File: src/design/lrol_pkg.sv
// Shared types and constants for the LRU recency order list unit.
package lrol_pkg;

  // Fixed field widths of the channel payloads
  localparam int ID_W  = 8;
  localparam int CNT_W = 5;

  typedef enum logic [1:0] {
    OP_INSERT    = 2'd0,
    OP_PROMOTE   = 2'd1,
    OP_POP_FRONT = 2'd2,
    OP_POP_BACK  = 2'd3
  } opcode_t;

  typedef enum logic [1:0] {
    ST_OK        = 2'd0,
    ST_EMPTY     = 2'd1,
    ST_FULL      = 2'd2,
    ST_NOT_FOUND = 2'd3
  } status_t;

  typedef struct packed {
    opcode_t         opcode;
    logic [ID_W-1:0] entry_id;
  } in_item_t;

  typedef struct packed {
    status_t          status;
    logic [ID_W-1:0]  removed_id;
    logic             removed_valid;
    logic [CNT_W-1:0] entry_count;
  } result_t;

endpackage

File: src/design/lrol_ifs.sv
// Valid/ready channel interfaces for the operation and result transactions.
interface lrol_in_if import lrol_pkg::*; ();
  logic            valid;
  logic            ready;
  opcode_t         opcode;
  logic [ID_W-1:0] entry_id;

  modport source (output valid, output opcode, output entry_id, input ready);
  modport sink   (input valid, input opcode, input entry_id, output ready);
endinterface

interface lrol_out_if import lrol_pkg::*; ();
  logic             valid;
  logic             ready;
  status_t          status;
  logic [ID_W-1:0]  removed_id;
  logic             removed_valid;
  logic [CNT_W-1:0] entry_count;

  modport source (output valid, output status, output removed_id, output removed_valid,
                  output entry_count, input ready);
  modport sink   (input valid, input status, input removed_id, input removed_valid,
                  input entry_count, output ready);
endinterface

File: src/design/lru_recency_order_list_unit.sv
// Recency list of cache entry handles, most recent first, with insert, promote
// and front/back eviction. One operation enters per clock cycle. An accepted
// operation is held in an input register; a combinational compare-and-shift
// over the slot registers computes its outcome, which lands in the result
// register and is offered on the output from there. The list state is updated
// at the same edge that loads the result register, so back-to-back operations
// see each other's effect with no bubble. The sustained rate of one per cycle
// is set by that update of all CAPACITY slots at once; it drops only while the
// result sink stalls.
module lru_recency_order_list_unit import lrol_pkg::*; #(
  parameter int CAPACITY    = 16,
  parameter int HANDLE_BITS = 8
) (
  input  logic       clk,
  input  logic       rst_n,
  lrol_in_if.sink    in_ch,
  lrol_out_if.source out_ch
);

  in_item_t in_item;
  in_item_t item;
  logic     item_vld;
  logic     out_can;
  logic     step;
  result_t  res;
  result_t  out_res;

  assign in_item.opcode   = in_ch.opcode;
  assign in_item.entry_id = in_ch.entry_id;

  // Held operation executes when the result register can take its result
  assign step = item_vld && out_can;

  lrol_in_reg u_in_reg (
    .clk      (clk),
    .rst_n    (rst_n),
    .in_valid (in_ch.valid),
    .in_item  (in_item),
    .in_ready (in_ch.ready),
    .take     (step),
    .vld      (item_vld),
    .item     (item)
  );

  lrol_list #(
    .CAPACITY    (CAPACITY),
    .HANDLE_BITS (HANDLE_BITS)
  ) u_list (
    .clk   (clk),
    .rst_n (rst_n),
    .step  (step),
    .item  (item),
    .res   (res)
  );

  lrol_out_reg u_out_reg (
    .clk       (clk),
    .rst_n     (rst_n),
    .load      (step),
    .res       (res),
    .can_load  (out_can),
    .out_valid (out_ch.valid),
    .out_ready (out_ch.ready),
    .out_res   (out_res)
  );

  assign out_ch.status        = out_res.status;
  assign out_ch.removed_id    = out_res.removed_id;
  assign out_ch.removed_valid = out_res.removed_valid;
  assign out_ch.entry_count   = out_res.entry_count;

endmodule

File: src/design/lrol_in_reg.sv
// Input register stage: holds one accepted operation until the list consumes it.
module lrol_in_reg import lrol_pkg::*; (
  input  logic     clk,
  input  logic     rst_n,
  input  logic     in_valid,
  input  in_item_t in_item,
  output logic     in_ready,
  input  logic     take,
  output logic     vld,
  output in_item_t item
);

  logic     vld_r;
  in_item_t item_r;

  // Free when empty or when the held transaction moves on this cycle
  assign in_ready = !vld_r || take;

  always_ff @(posedge clk) begin
    if (!rst_n) begin
      vld_r <= 1'b0;
    end else if (in_ready) begin
      vld_r <= in_valid;
    end
  end

  always_ff @(posedge clk) begin
    if (in_valid && in_ready) begin
      item_r <= in_item;
    end
  end

  assign vld  = vld_r;
  assign item = item_r;

endmodule

File: src/design/lrol_list.sv
// Recency list storage with combinational insert, promote and remove logic.
module lrol_list import lrol_pkg::*; #(
  parameter int CAPACITY    = 16,
  parameter int HANDLE_BITS = 8
) (
  input  logic     clk,
  input  logic     rst_n,
  input  logic     step,
  input  in_item_t item,
  output result_t  res
);

  localparam int CW = $clog2(CAPACITY + 1);
  localparam int IW = $clog2(CAPACITY);

  logic [HANDLE_BITS-1:0] slot_r   [CAPACITY];
  logic [HANDLE_BITS-1:0] slot_nxt [CAPACITY];
  logic [CW-1:0]          count_r;
  logic [CW-1:0]          count_nxt;

  logic [HANDLE_BITS-1:0] id;
  logic [CAPACITY-1:0]    match;
  logic [CAPACITY-1:0]    seen;     // a match exists at a lower slot
  logic                   found;
  logic                   full;
  logic                   empty;
  logic [IW-1:0]          back_idx;

  // Handle compare against every occupied slot, first hit wins
  always_comb begin
    id = HANDLE_BITS'(item.entry_id);
    for (int i = 0; i < CAPACITY; i++) begin
      match[i] = (CW'(i) < count_r) && (slot_r[i] == id);
    end
    seen[0] = 1'b0;
    for (int i = 1; i < CAPACITY; i++) begin
      seen[i] = seen[i-1] | match[i-1];
    end
    found = seen[CAPACITY-1] | match[CAPACITY-1];
  end

  assign full     = (count_r == CW'(CAPACITY));
  assign empty    = (count_r == '0);
  assign back_idx = IW'(count_r - CW'(1));

  // Next list contents and the result of the operation
  always_comb begin
    logic [HANDLE_BITS-1:0] removed;
    slot_nxt          = slot_r;
    count_nxt         = count_r;
    removed           = '0;
    res.status        = ST_OK;
    res.removed_valid = 1'b0;
    case (item.opcode)
      OP_INSERT: begin
        if (full) begin
          res.status = ST_FULL;
        end else begin
          slot_nxt[0] = id;
          for (int i = 1; i < CAPACITY; i++) begin
            slot_nxt[i] = slot_r[i-1];
          end
          count_nxt = count_r + CW'(1);
        end
      end
      OP_PROMOTE: begin
        if (!found) begin
          res.status = ST_NOT_FOUND;
        end else begin
          // slots up to and including the hit shift back by one
          slot_nxt[0] = id;
          for (int i = 1; i < CAPACITY; i++) begin
            if (!seen[i]) begin
              slot_nxt[i] = slot_r[i-1];
            end
          end
        end
      end
      OP_POP_FRONT: begin
        if (empty) begin
          res.status = ST_EMPTY;
        end else begin
          removed           = slot_r[0];
          res.removed_valid = 1'b1;
          for (int i = 0; i < CAPACITY - 1; i++) begin
            slot_nxt[i] = slot_r[i+1];
          end
          count_nxt = count_r - CW'(1);
        end
      end
      OP_POP_BACK: begin
        if (empty) begin
          res.status = ST_EMPTY;
        end else begin
          removed           = slot_r[back_idx];
          res.removed_valid = 1'b1;
          count_nxt         = count_r - CW'(1);
        end
      end
      default: begin
        res.status = ST_OK;
      end
    endcase
    res.removed_id  = ID_W'(removed);
    res.entry_count = CNT_W'(count_nxt);
  end

  // Slot contents: only occupied slots are ever read
  always_ff @(posedge clk) begin
    if (step) begin
      slot_r <= slot_nxt;
    end
  end

  always_ff @(posedge clk) begin
    if (!rst_n) begin
      count_r <= '0;
    end else if (step) begin
      count_r <= count_nxt;
    end
  end

endmodule

File: src/design/lrol_out_reg.sv
// Result register: holds one result transaction until the sink takes it.
module lrol_out_reg import lrol_pkg::*; (
  input  logic    clk,
  input  logic    rst_n,
  input  logic    load,
  input  result_t res,
  output logic    can_load,
  output logic    out_valid,
  input  logic    out_ready,
  output result_t out_res
);

  logic    vld_r;
  result_t res_r;

  assign can_load = !vld_r || out_ready;

  always_ff @(posedge clk) begin
    if (!rst_n) begin
      vld_r <= 1'b0;
    end else if (load) begin
      vld_r <= 1'b1;
    end else if (out_ready) begin
      vld_r <= 1'b0;
    end
  end

  always_ff @(posedge clk) begin
    if (load) begin
      res_r <= res;
    end
  end

  assign out_valid = vld_r;
  assign out_res   = res_r;

endmodule

File: src/flat_wrapper.sv
// flat-port wrapper written by rule: the top's interface ports become plain ports
module lru_recency_order_list_unit_flat import lrol_pkg::*;
#(
  parameter int CAPACITY    = 16,
  parameter int HANDLE_BITS = 8
)
  (clk, rst_n, in_ch_valid, in_ch_opcode, in_ch_entry_id, in_ch_ready, out_ch_valid, out_ch_status, out_ch_removed_id, out_ch_removed_valid, out_ch_entry_count, out_ch_ready);
  lrol_in_if in_ch_i ();
  lrol_out_if out_ch_i ();
  input  logic clk;
  input  logic rst_n;
  input wire logic [$bits(in_ch_i.valid)-1:0] in_ch_valid;
  input wire logic [$bits(in_ch_i.opcode)-1:0] in_ch_opcode;
  input wire logic [$bits(in_ch_i.entry_id)-1:0] in_ch_entry_id;
  output wire logic [$bits(in_ch_i.ready)-1:0] in_ch_ready;
  output wire logic [$bits(out_ch_i.valid)-1:0] out_ch_valid;
  output wire logic [$bits(out_ch_i.status)-1:0] out_ch_status;
  output wire logic [$bits(out_ch_i.removed_id)-1:0] out_ch_removed_id;
  output wire logic [$bits(out_ch_i.removed_valid)-1:0] out_ch_removed_valid;
  output wire logic [$bits(out_ch_i.entry_count)-1:0] out_ch_entry_count;
  input wire logic [$bits(out_ch_i.ready)-1:0] out_ch_ready;
  assign in_ch_i.valid = in_ch_valid;
  assign in_ch_i.opcode = in_ch_opcode;
  assign in_ch_i.entry_id = in_ch_entry_id;
  assign in_ch_ready = in_ch_i.ready;
  assign out_ch_valid = out_ch_i.valid;
  assign out_ch_status = out_ch_i.status;
  assign out_ch_removed_id = out_ch_i.removed_id;
  assign out_ch_removed_valid = out_ch_i.removed_valid;
  assign out_ch_entry_count = out_ch_i.entry_count;
  assign out_ch_i.ready = out_ch_ready;
  lru_recency_order_list_unit #(.CAPACITY(CAPACITY), .HANDLE_BITS(HANDLE_BITS)) u_core (.clk(clk), .rst_n(rst_n), .in_ch(in_ch_i), .out_ch(out_ch_i));
endmodule
File: config.mk
export PLATFORM = sky130hd
export DESIGN_NAME = lru_recency_order_list_unit_flat
export DESIGN_NICKNAME = d
export VERILOG_FILES = /design/src/design/lrol_pkg.sv /design/src/design/lrol_ifs.sv /design/src/design/lru_recency_order_list_unit.sv /design/src/design/lrol_in_reg.sv /design/src/design/lrol_list.sv /design/src/design/lrol_out_reg.sv /design/src/flat_wrapper.sv
export SDC_FILE = /design/constraint.sdc
export NUM_CORES = 1
export LEC_CHECK = 0
export BUFFER_PORTS_ARGS = -buffer_cell sky130_fd_sc_hd__clkbuf_2
export CORE_ASPECT_RATIO = 1.25
export CORE_MARGIN = 3
export CORE_UTILIZATION = 57
export DETAILED_ROUTE_END_ITERATION = 6
export PLACE_DENSITY = 0.73
export SLEW_MARGIN = 0
export SYNTH_ARGS = -nofsm -noshare
export SYNTH_HDL_FRONTEND = slang
export SYNTH_SLANG_ARGS = --single-unit
File: constraint.sdc
create_clock -name clk -period 3.1 [get_ports clk]
set_clock_uncertainty 0.2 [all_clocks]
set_input_delay 0.62 -clock clk [delete_from_list [all_inputs] [get_ports clk]]
set_output_delay 0.62 -clock clk [all_outputs]
set_load 0.05 [all_outputs]
==> metrics.csv, run 1 <==
metric,value,unit
yosysWarnings,0,
clock_path_buffers,2,
timing.critical_path.buf_inv,4,
drv_slew,0,
clk_pin_slew,0.06,ns
relSlewSlack,37.7,%
crit_fanout,8,
setup-violations-final,0,
coreArea,0.0164,mm^2
start_util,58.6,%
worst-endpoint-required,3.10,ns
die_y,151,um
dp_cells,1059,
start_kind,flip-flop,
hold_buffers,0,
drv_cap,0,
crit_chain,"buf_8, xnor2_1, nand2_1, nor4_2, buf_4, or4_4, nor3_4, buf_4, a41o_4, a21oi_4, buf_12",
ys_seq_area_share,49.6,%
antenna_found_initial,0,
final_nets,892,
synth.cell_area,0.00961,mm^2
crit_top_cell,buf_4,
period_minus_slack,3.09,ns
ant_nets,0,
cts_tree,done,
routabilityCongestion,0.948,
outcome,"finished, final reports clean",
use_met2,52.6,%
remaining_drc_errors,0,
instances_no_fill,1103,
area_delta_synth_final,24.7,%
arrival,3.09,ns
grt_max_degree,59,
period_share,99.7,%
endpoint_kind,flip-flop,
drt-pass1-iter-count,7,
drive_above_1_share,46.7,%
dp_hpwl,19.9,mm
ys_types,55,
grtUsageTotal,32.4,%
vdd.ir_drop.worst,0.408,mV
fmax,324,MHz
tns,0,ns
routed_wl,28.9,mm
met3_usage,5.79,%
synth_cells,720,
hold_violations,0,
wire_per_inst,26.2,um
cp_slowest_cell,or4_4,
hp-class,in -> reg,
fp.dieW,122,um
synth_edf_count,154,
final_core_util,73.1,%
synth-seq-cells,161,
via_per_inst,6.57,
port_buffers,31,
gr-usage-met1,42.6,%
crit_type,reg -> reg,
async_flop_share,0,%
cts_htree_levels,4,
synth-main-ff-cell,edfxtp_1,
cts_buffers,17,
antenna-diode-count,0,
avgSynthCellArea,13.4,um^2
power.leakage,4.27,nW
rows,52,
postSynthNetCount,738,
initialDrtViolationCount,961,
cts.sinks,161,
p_per_area,499,mW/mm^2
grt_pass1_vias,7308,
grt-ovfl-total,0,
cpPeakStageDelay,0.49,ns
clkLatencyLatePin,0.44,ns
io_pins,32,
worstMarginPinSlew,0.930,ns
busiest_layer,met2,
grt_pass1_wl,43.8,mm
dieArea,0.0185,mm^2
crit_family,simple AND/OR/NAND/NOR gates,
cts-root-buf,clkbuf_16,
vias,7245,
[registers in the layout, indices dropped and copies added, names as in the netlist]
name	count
u_core.u_list.slot_r	128
u_core.u_out_reg.out_res	16
u_core.u_in_reg.item	10
u_core.u_list.count_r	5
u_core.u_in_reg.vld	1
u_core.u_out_reg.out_valid	1
[metal layers]
layer / vias up / part of all wire (%)
met5: - / 0
met4: 0 / 4.7
met3: 111 / 8.6
met2: 506 / 48
met1: 3596 / 38
li1: 3032 / -
[cell usage after synthesis, drive strengths merged, types with 10 or more instances]
cell	instances	area [um^2]
nand4	19	119
nand3	12	60.1
nor2b	14	87.6
a211oi	10	75.1
clkbuf	20	75.1
mux4	32	721
nand2	16	60.1
edfxtp	154	4620
buf	31	176
xor2	38	333
nor4	12	75.1
mux2	121	1360
xnor2	93	815
mux2i	16	160
nor2	37	139
a21oi	22	110
[final cells by class]
class	instances	area [um^2]
multi-input combinational	503	4830
tap	216	270
clock buffer	21	480
fill	1043	4400
clock inverter	11	154
timing repair buffer	185	1460
sequential	161	4770
inverter	6	22.5
[through the flow]
stage | total power, W | hold slack [ns] | worst slack, ns | cell area [um^2]
6_report | 0.00598 | 0.161 | 0.0104 | 12000
2_1_floorplan | 0.00328 | 0.284 | 0.0585 | 9620
3_5_place_dp | 0.00364 | 0.314 | -0.360 | 11000
4_1_cts | 0.00593 | 0.151 | 0.00176 | 11800
5_1_grt | 0.00613 | 0.153 | -0.0418 | 12000
3_3_place_gp | 0.00362 | 0.299 | -0.300 | 11000
[worst paths after layout]
| check | startpoint | endpoint | slack (ns) | cells past startpoint |
|---|---|---|---|---|
| setup / recovery | u_core.u_in_reg.item[7] | u_core.u_list.slot_r[101] | 0.01 | 11 |
| hold / removal | in_ch_entry_id[3] | u_core.u_in_reg.item[3] | 0.16 | 1 |
| setup reg to reg | u_core.u_in_reg.item[7] | u_core.u_list.slot_r[101] | 0.01 | 11 |
| hold reg to reg | u_core.u_list.slot_r[11] | u_core.u_list.slot_r[3] | 0.33 | 0 |
[layout by cell type (no fill, tap or decap), types with 3 or more instances in the layout]
| master | count |
|---|---|
| inv_1 | 3 |
| or3_1 | 3 |
| and2_1 | 3 |
| mux2_2 | 121 |
| mux2i_1 | 15 |
| inv_2 | 3 |
| clkbuf_8 | 4 |
| nor2_1 | 29 |
| a211oi_2 | 3 |
| nor2b_1 | 13 |
| nand2b_1 | 3 |
| edfxtp_1 | 154 |
| a211oi_1 | 7 |
| clkinv_4 | 5 |
| mux4_2 | 32 |
| nor2_4 | 7 |
| clkbuf_16 | 17 |
| nand3_1 | 12 |
| a21oi_4 | 7 |
| nor4_2 | 4 |
| clkbuf_2 | 31 |
| xnor2_1 | 92 |
| nand4_1 | 19 |
| nand2_1 | 16 |
| ha_1 | 3 |
| a21oi_1 | 15 |
| a31oi_1 | 3 |
| nor3_1 | 5 |
| buf_12 | 9 |
| dfxtp_1 | 4 |
| xor2_1 | 37 |
| bufinv_16 | 3 |
| nor4_1 | 8 |
| buf_4 | 142 |
| o21ai_0 | 6 |
[cell families (layout without fill, tap and decap cells)]
kind of cell | count (synthesis) | count (layout) | share of synthesized area [%]
simple gates | 140 | 140 | 7.90
fa+ha+maj | 4 | 4 | 0.521
compound gates | 58 | 59 | 3.90
xor+xnor | 131 | 131 | 11.9
flops | 161 | 161 | 49.6
mux | 169 | 169 | 23.3
buf+inv | 57 | 223 | 2.85
[worst register-to-register path, stage by stage (launching register included)]
cell and delay (ns):
edfxtp_1 0.44, buf_8 0.19, xnor2_1 0.13, nand2_1 0.15
nor4_2 0.07, buf_4 0.14, or4_4 0.49, nor3_4 0.26
buf_4 0.16, a41o_4 0.38, a21oi_4 0.07, buf_12 0.18
[where the power goes]
| group | internal [W] | total [W] | switching, W |
|---|---|---|---|
| logic | 0.000522 | 0.00115 | 0.000633 |
| clock network | 0.00136 | 0.00226 | 0.000900 |
| registers | 0.00249 | 0.00257 | 0.0000749 |
| total | 0.00437 | 0.00598 | 0.00161 |
[timing repair]
| item | 4_1_cts | 5_1_grt |
|---|---|---|
| hold endpoints to repair | 0 | 0 |
| setup buffers | 5 | 6 |
| setup endpoints to repair | 116 | 132 |
| gates cloned | 1 | 1 |
| gates resized for setup | 35 | 16 |
| pin swaps | 1 | 3 |
(Power assumes the default switching activity.)
==> run 2, diff against run 1 <==
--- a/config.mk
+++ b/config.mk
@@ -5,12 +5,14 @@
 export SDC_FILE = /design/constraint.sdc
 export NUM_CORES = 1
 export LEC_CHECK = 0
+export ABC_AREA = 1
 export BUFFER_PORTS_ARGS = -buffer_cell sky130_fd_sc_hd__clkbuf_2
 export CORE_ASPECT_RATIO = 1.25
 export CORE_MARGIN = 3
 export CORE_UTILIZATION = 57
+export CTS_CLUSTER_DIAMETER = 80
 export DETAILED_ROUTE_END_ITERATION = 6
-export PLACE_DENSITY = 0.73
+export PLACE_DENSITY = 0.76
 export SLEW_MARGIN = 0
 export SYNTH_ARGS = -nofsm -noshare
 export SYNTH_HDL_FRONTEND = slang
==> metrics.csv, run 2 <==
metric,value,unit,change
outcome,"finished, final reports clean",,
final_common_cell,nand2_1,,
tns,0,ns,unchanged
synth_top_area_share,45.5,%,-2.6 points
drt-pass1-iter-count,7,,unchanged
worst-endpoint-required,3.01,ns,-0.09 ns
crit_family,simple AND/OR/NAND/NOR gates,,
area_delta_synth_final,15.3,%,
top_register,u_core.u_list.slot_r,,
hold_buffers,0,,unchanged
timing.critical_path.buf_inv,4,,unchanged
arrival,2.94,ns,-0.15 ns
via_per_inst,6.15,,-6.3%
grtUsageTotal,33.8,%,+1.4 points
wire_per_inst,21.7,um,-17%
synth-main-ff-cell,edfxtp_1,,
coreArea,0.0175,mm^2,+6.7%
post-place-ws,0.0414,ns,+0.402 ns
die_y,155,um,+2.7%
path_depth,14,,+3
endpoint_kind,flip-flop,,
grt_max_degree,145,,+150%
largest_reg_flops,128,,unchanged
dp_cells,1515,,+43%
relSlewSlack,42.1,%,+4.4 points
rows,54,,+3.8%
remaining_drc_errors,0,,unchanged
multi_input_area,0.00461,mm^2,-4.6%
synth.cell_area,0.0102,mm^2,+5.8%
crit_chain,"buf_6, buf_4, xnor2_1, nand4_1, nand3b_1, nand4_2, nor2_2, nand4_2, nor2_2, nand3_2, nand2_4, buf_12, clkbuf_16, nor2_4",,
grt_pass1_vias,9043,,+24%
synth-seq-cells,161,,unchanged
cpPeakStageDelay,0.54,ns,+0.05 ns
drive_above_1_share,15.0,%,-32 points
io_pins,32,,unchanged
final_nets,1336,,+50%
avgSynthCellArea,8.06,um^2,-40%
routabilityCongestion,1.04,,+9.3%
period_share,97.8,%,-1.8 points
clock_path_buffers,2,,unchanged
crit_fanout,8,,unchanged
cts-root-buf,clkbuf_16,,
port_buffers,31,,unchanged
routed_wl,33.7,mm,+17%
grt-ovfl-total,0,,unchanged
period_minus_slack,3.03,ns,-0.0564 ns
hold_violations,0,,unchanged
n_fill_cell,1398,,+34%
grt_pass1_wl,50.1,mm,+14%
drv_cap,0,,unchanged
regArea,0.00477,mm^2,about the same
cts_htree_levels,4,,unchanged
synth_common_cells,"nand2_1 (327), o21ai_0 (185), edfxtp_1 (154)",,
dieArea,0.0195,mm^2,+5.5%
yosysTopAreaCell,edfxtp_1,,
cts_buffers,17,,unchanged
cp_slowest_cell,edfxtp_1,,
synth_edf_count,154,,unchanged
setup-violations-final,0,,unchanged
holdPathStages,1,,unchanged
worst_slack,0.0669,ns,+0.0564 ns
final_area,0.0117,mm^2,-2.2%
fp.dieW,125,um,+2.7%
vdd.ir_drop.worst,0.441,mV,+8.1%
clk_pin_slew,0.07,ns,about the same
final_core_util,67.0,%,-6.1 points
async_flop_share,0,%,unchanged
ys_seq_area_share,46.9,%,-2.7 points
instances_no_fill,1554,,+41%
hp-class,in -> reg,,
rsz0062_at_grt,true,,
ys_types,38,,-31%
dp_hpwl,24.1,mm,+21%
initialDrtViolationCount,1605,,+67%
yosysMostFrequentCell,nand2_1,,
vias,9564,,+32%
mostFrequentLayoutCells,"nand2_1 (327), o21ai_0 (185), edfxtp_1 (154)",,
start_kind,flip-flop,,
antenna-diode-count,0,,unchanged
postSynthNetCount,1280,,+73%
p_per_area,527,mW/mm^2,+5.7%
cts_tree,done,,
fmax,330,MHz,+1.9%
synthTopCellsByArea,"edfxtp_1 (45%), nand2_1 (12%), o21ai_0 (9.1%), inv_1 (4.7%), xor2_1 (3.7%)",,
worstRegToRegCells,14,,+3
antenna_found_initial,0,,unchanged
power.leakage,4.84,nW,+13%
clkLatencyLatePin,0.44,ns,about the same
drv_slew,0,,unchanged
ant_nets,0,,unchanged
place_area,0.0109,mm^2,-0.22%
crit_type,reg -> reg,,
synth_cells,1262,,+75%
worstMarginPinSlew,0.868,ns,-0.0613 ns
start_util,58.1,%,-0.53 points
yosysWarnings,0,,unchanged
cts.sinks,161,,unchanged
==> run 2: routing by layer <==
metal	track usage (%)	part of all wire [%]	routed length [um]	up-vias
met5	0	0	0	-
met4	21.4	6.9	2310	0
met3	5.70	8.9	3000	175
met2	55.1	47	15800	599
met1	41.7	37	12500	4440
li1	-	-	-	4350
==> run 2: metrics by stage <==
step	power (W)	hold slack [ns]
final	0.00618	0.152
after detailed placement	0.00388	0.301
after CTS	0.00611	0.147
after global routing	0.00636	0.150
after floorplan	0.00343	0.274
after global placement	0.00386	0.296
==> run 2: logic make-up after synthesis <==
| family | after synthesis | synth area share, % |
|---|---|---|
| and+or+nand+nor | 512 | 21.8 |
| AOI/OAI and AO/OA | 303 | 16.2 |
| buffers and inverters | 212 | 8.56 |
| DFF | 161 | 46.9 |
| xor gates and xnor gates | 70 | 6.03 |
| adders and majority gates | 4 | 0.492 |
==> run 2: what timing repair did <==
item,4_1_cts,5_1_grt
pin swaps,0,5
gates resized for setup,1,22
buffers inserted,0,7
gates cloned,0,1
setup endpoints to repair,8,43
==> run 2: power by group <==
group	total [W]	internal [W]	switching, W
combinational	0.00130	0.000411	0.000890
clock	0.00226	0.00135	0.000906
sequential	0.00262	0.00252	0.0000977
total	0.00618	0.00428	0.00189
==> run 2: worst register-to-register path: stages (launching register included) <==
cell and delay (ns):
edfxtp_1 0.54, buf_6 0.21, buf_4 0.15, xnor2_1 0.14
nand4_1 0.11, nand3b_1 0.24, nand4_2 0.15, nor2_2 0.06
nand4_2 0.08, nor2_2 0.05, nand3_2 0.08, nand2_4 0.10
buf_12 0.15, clkbuf_16 0.16, nor2_4 0.27
==> run 2: worst paths after layout <==
check | start | end | slack [ns]
worst max-delay path | u_core.u_in_reg.item[6] | u_core.u_list.slot_r[120] | 0.07
worst min register to register | u_core.u_out_reg.out_valid | u_core.u_out_reg.out_valid | 0.30
worst max register to register | u_core.u_in_reg.item[6] | u_core.u_list.slot_r[120] | 0.07
worst min-delay path | in_ch_entry_id[3] | u_core.u_in_reg.item[3] | 0.15
==> run 2: final cells by class <==
class                      count  area share [%]
clock buffer                  19            3.69
inverter                     138            4.52
sequential                   161            40.7
timing repair buffer         111            7.83
clock inverter                12            1.57
multi-input combinational    889            39.3
tap                          224            2.39
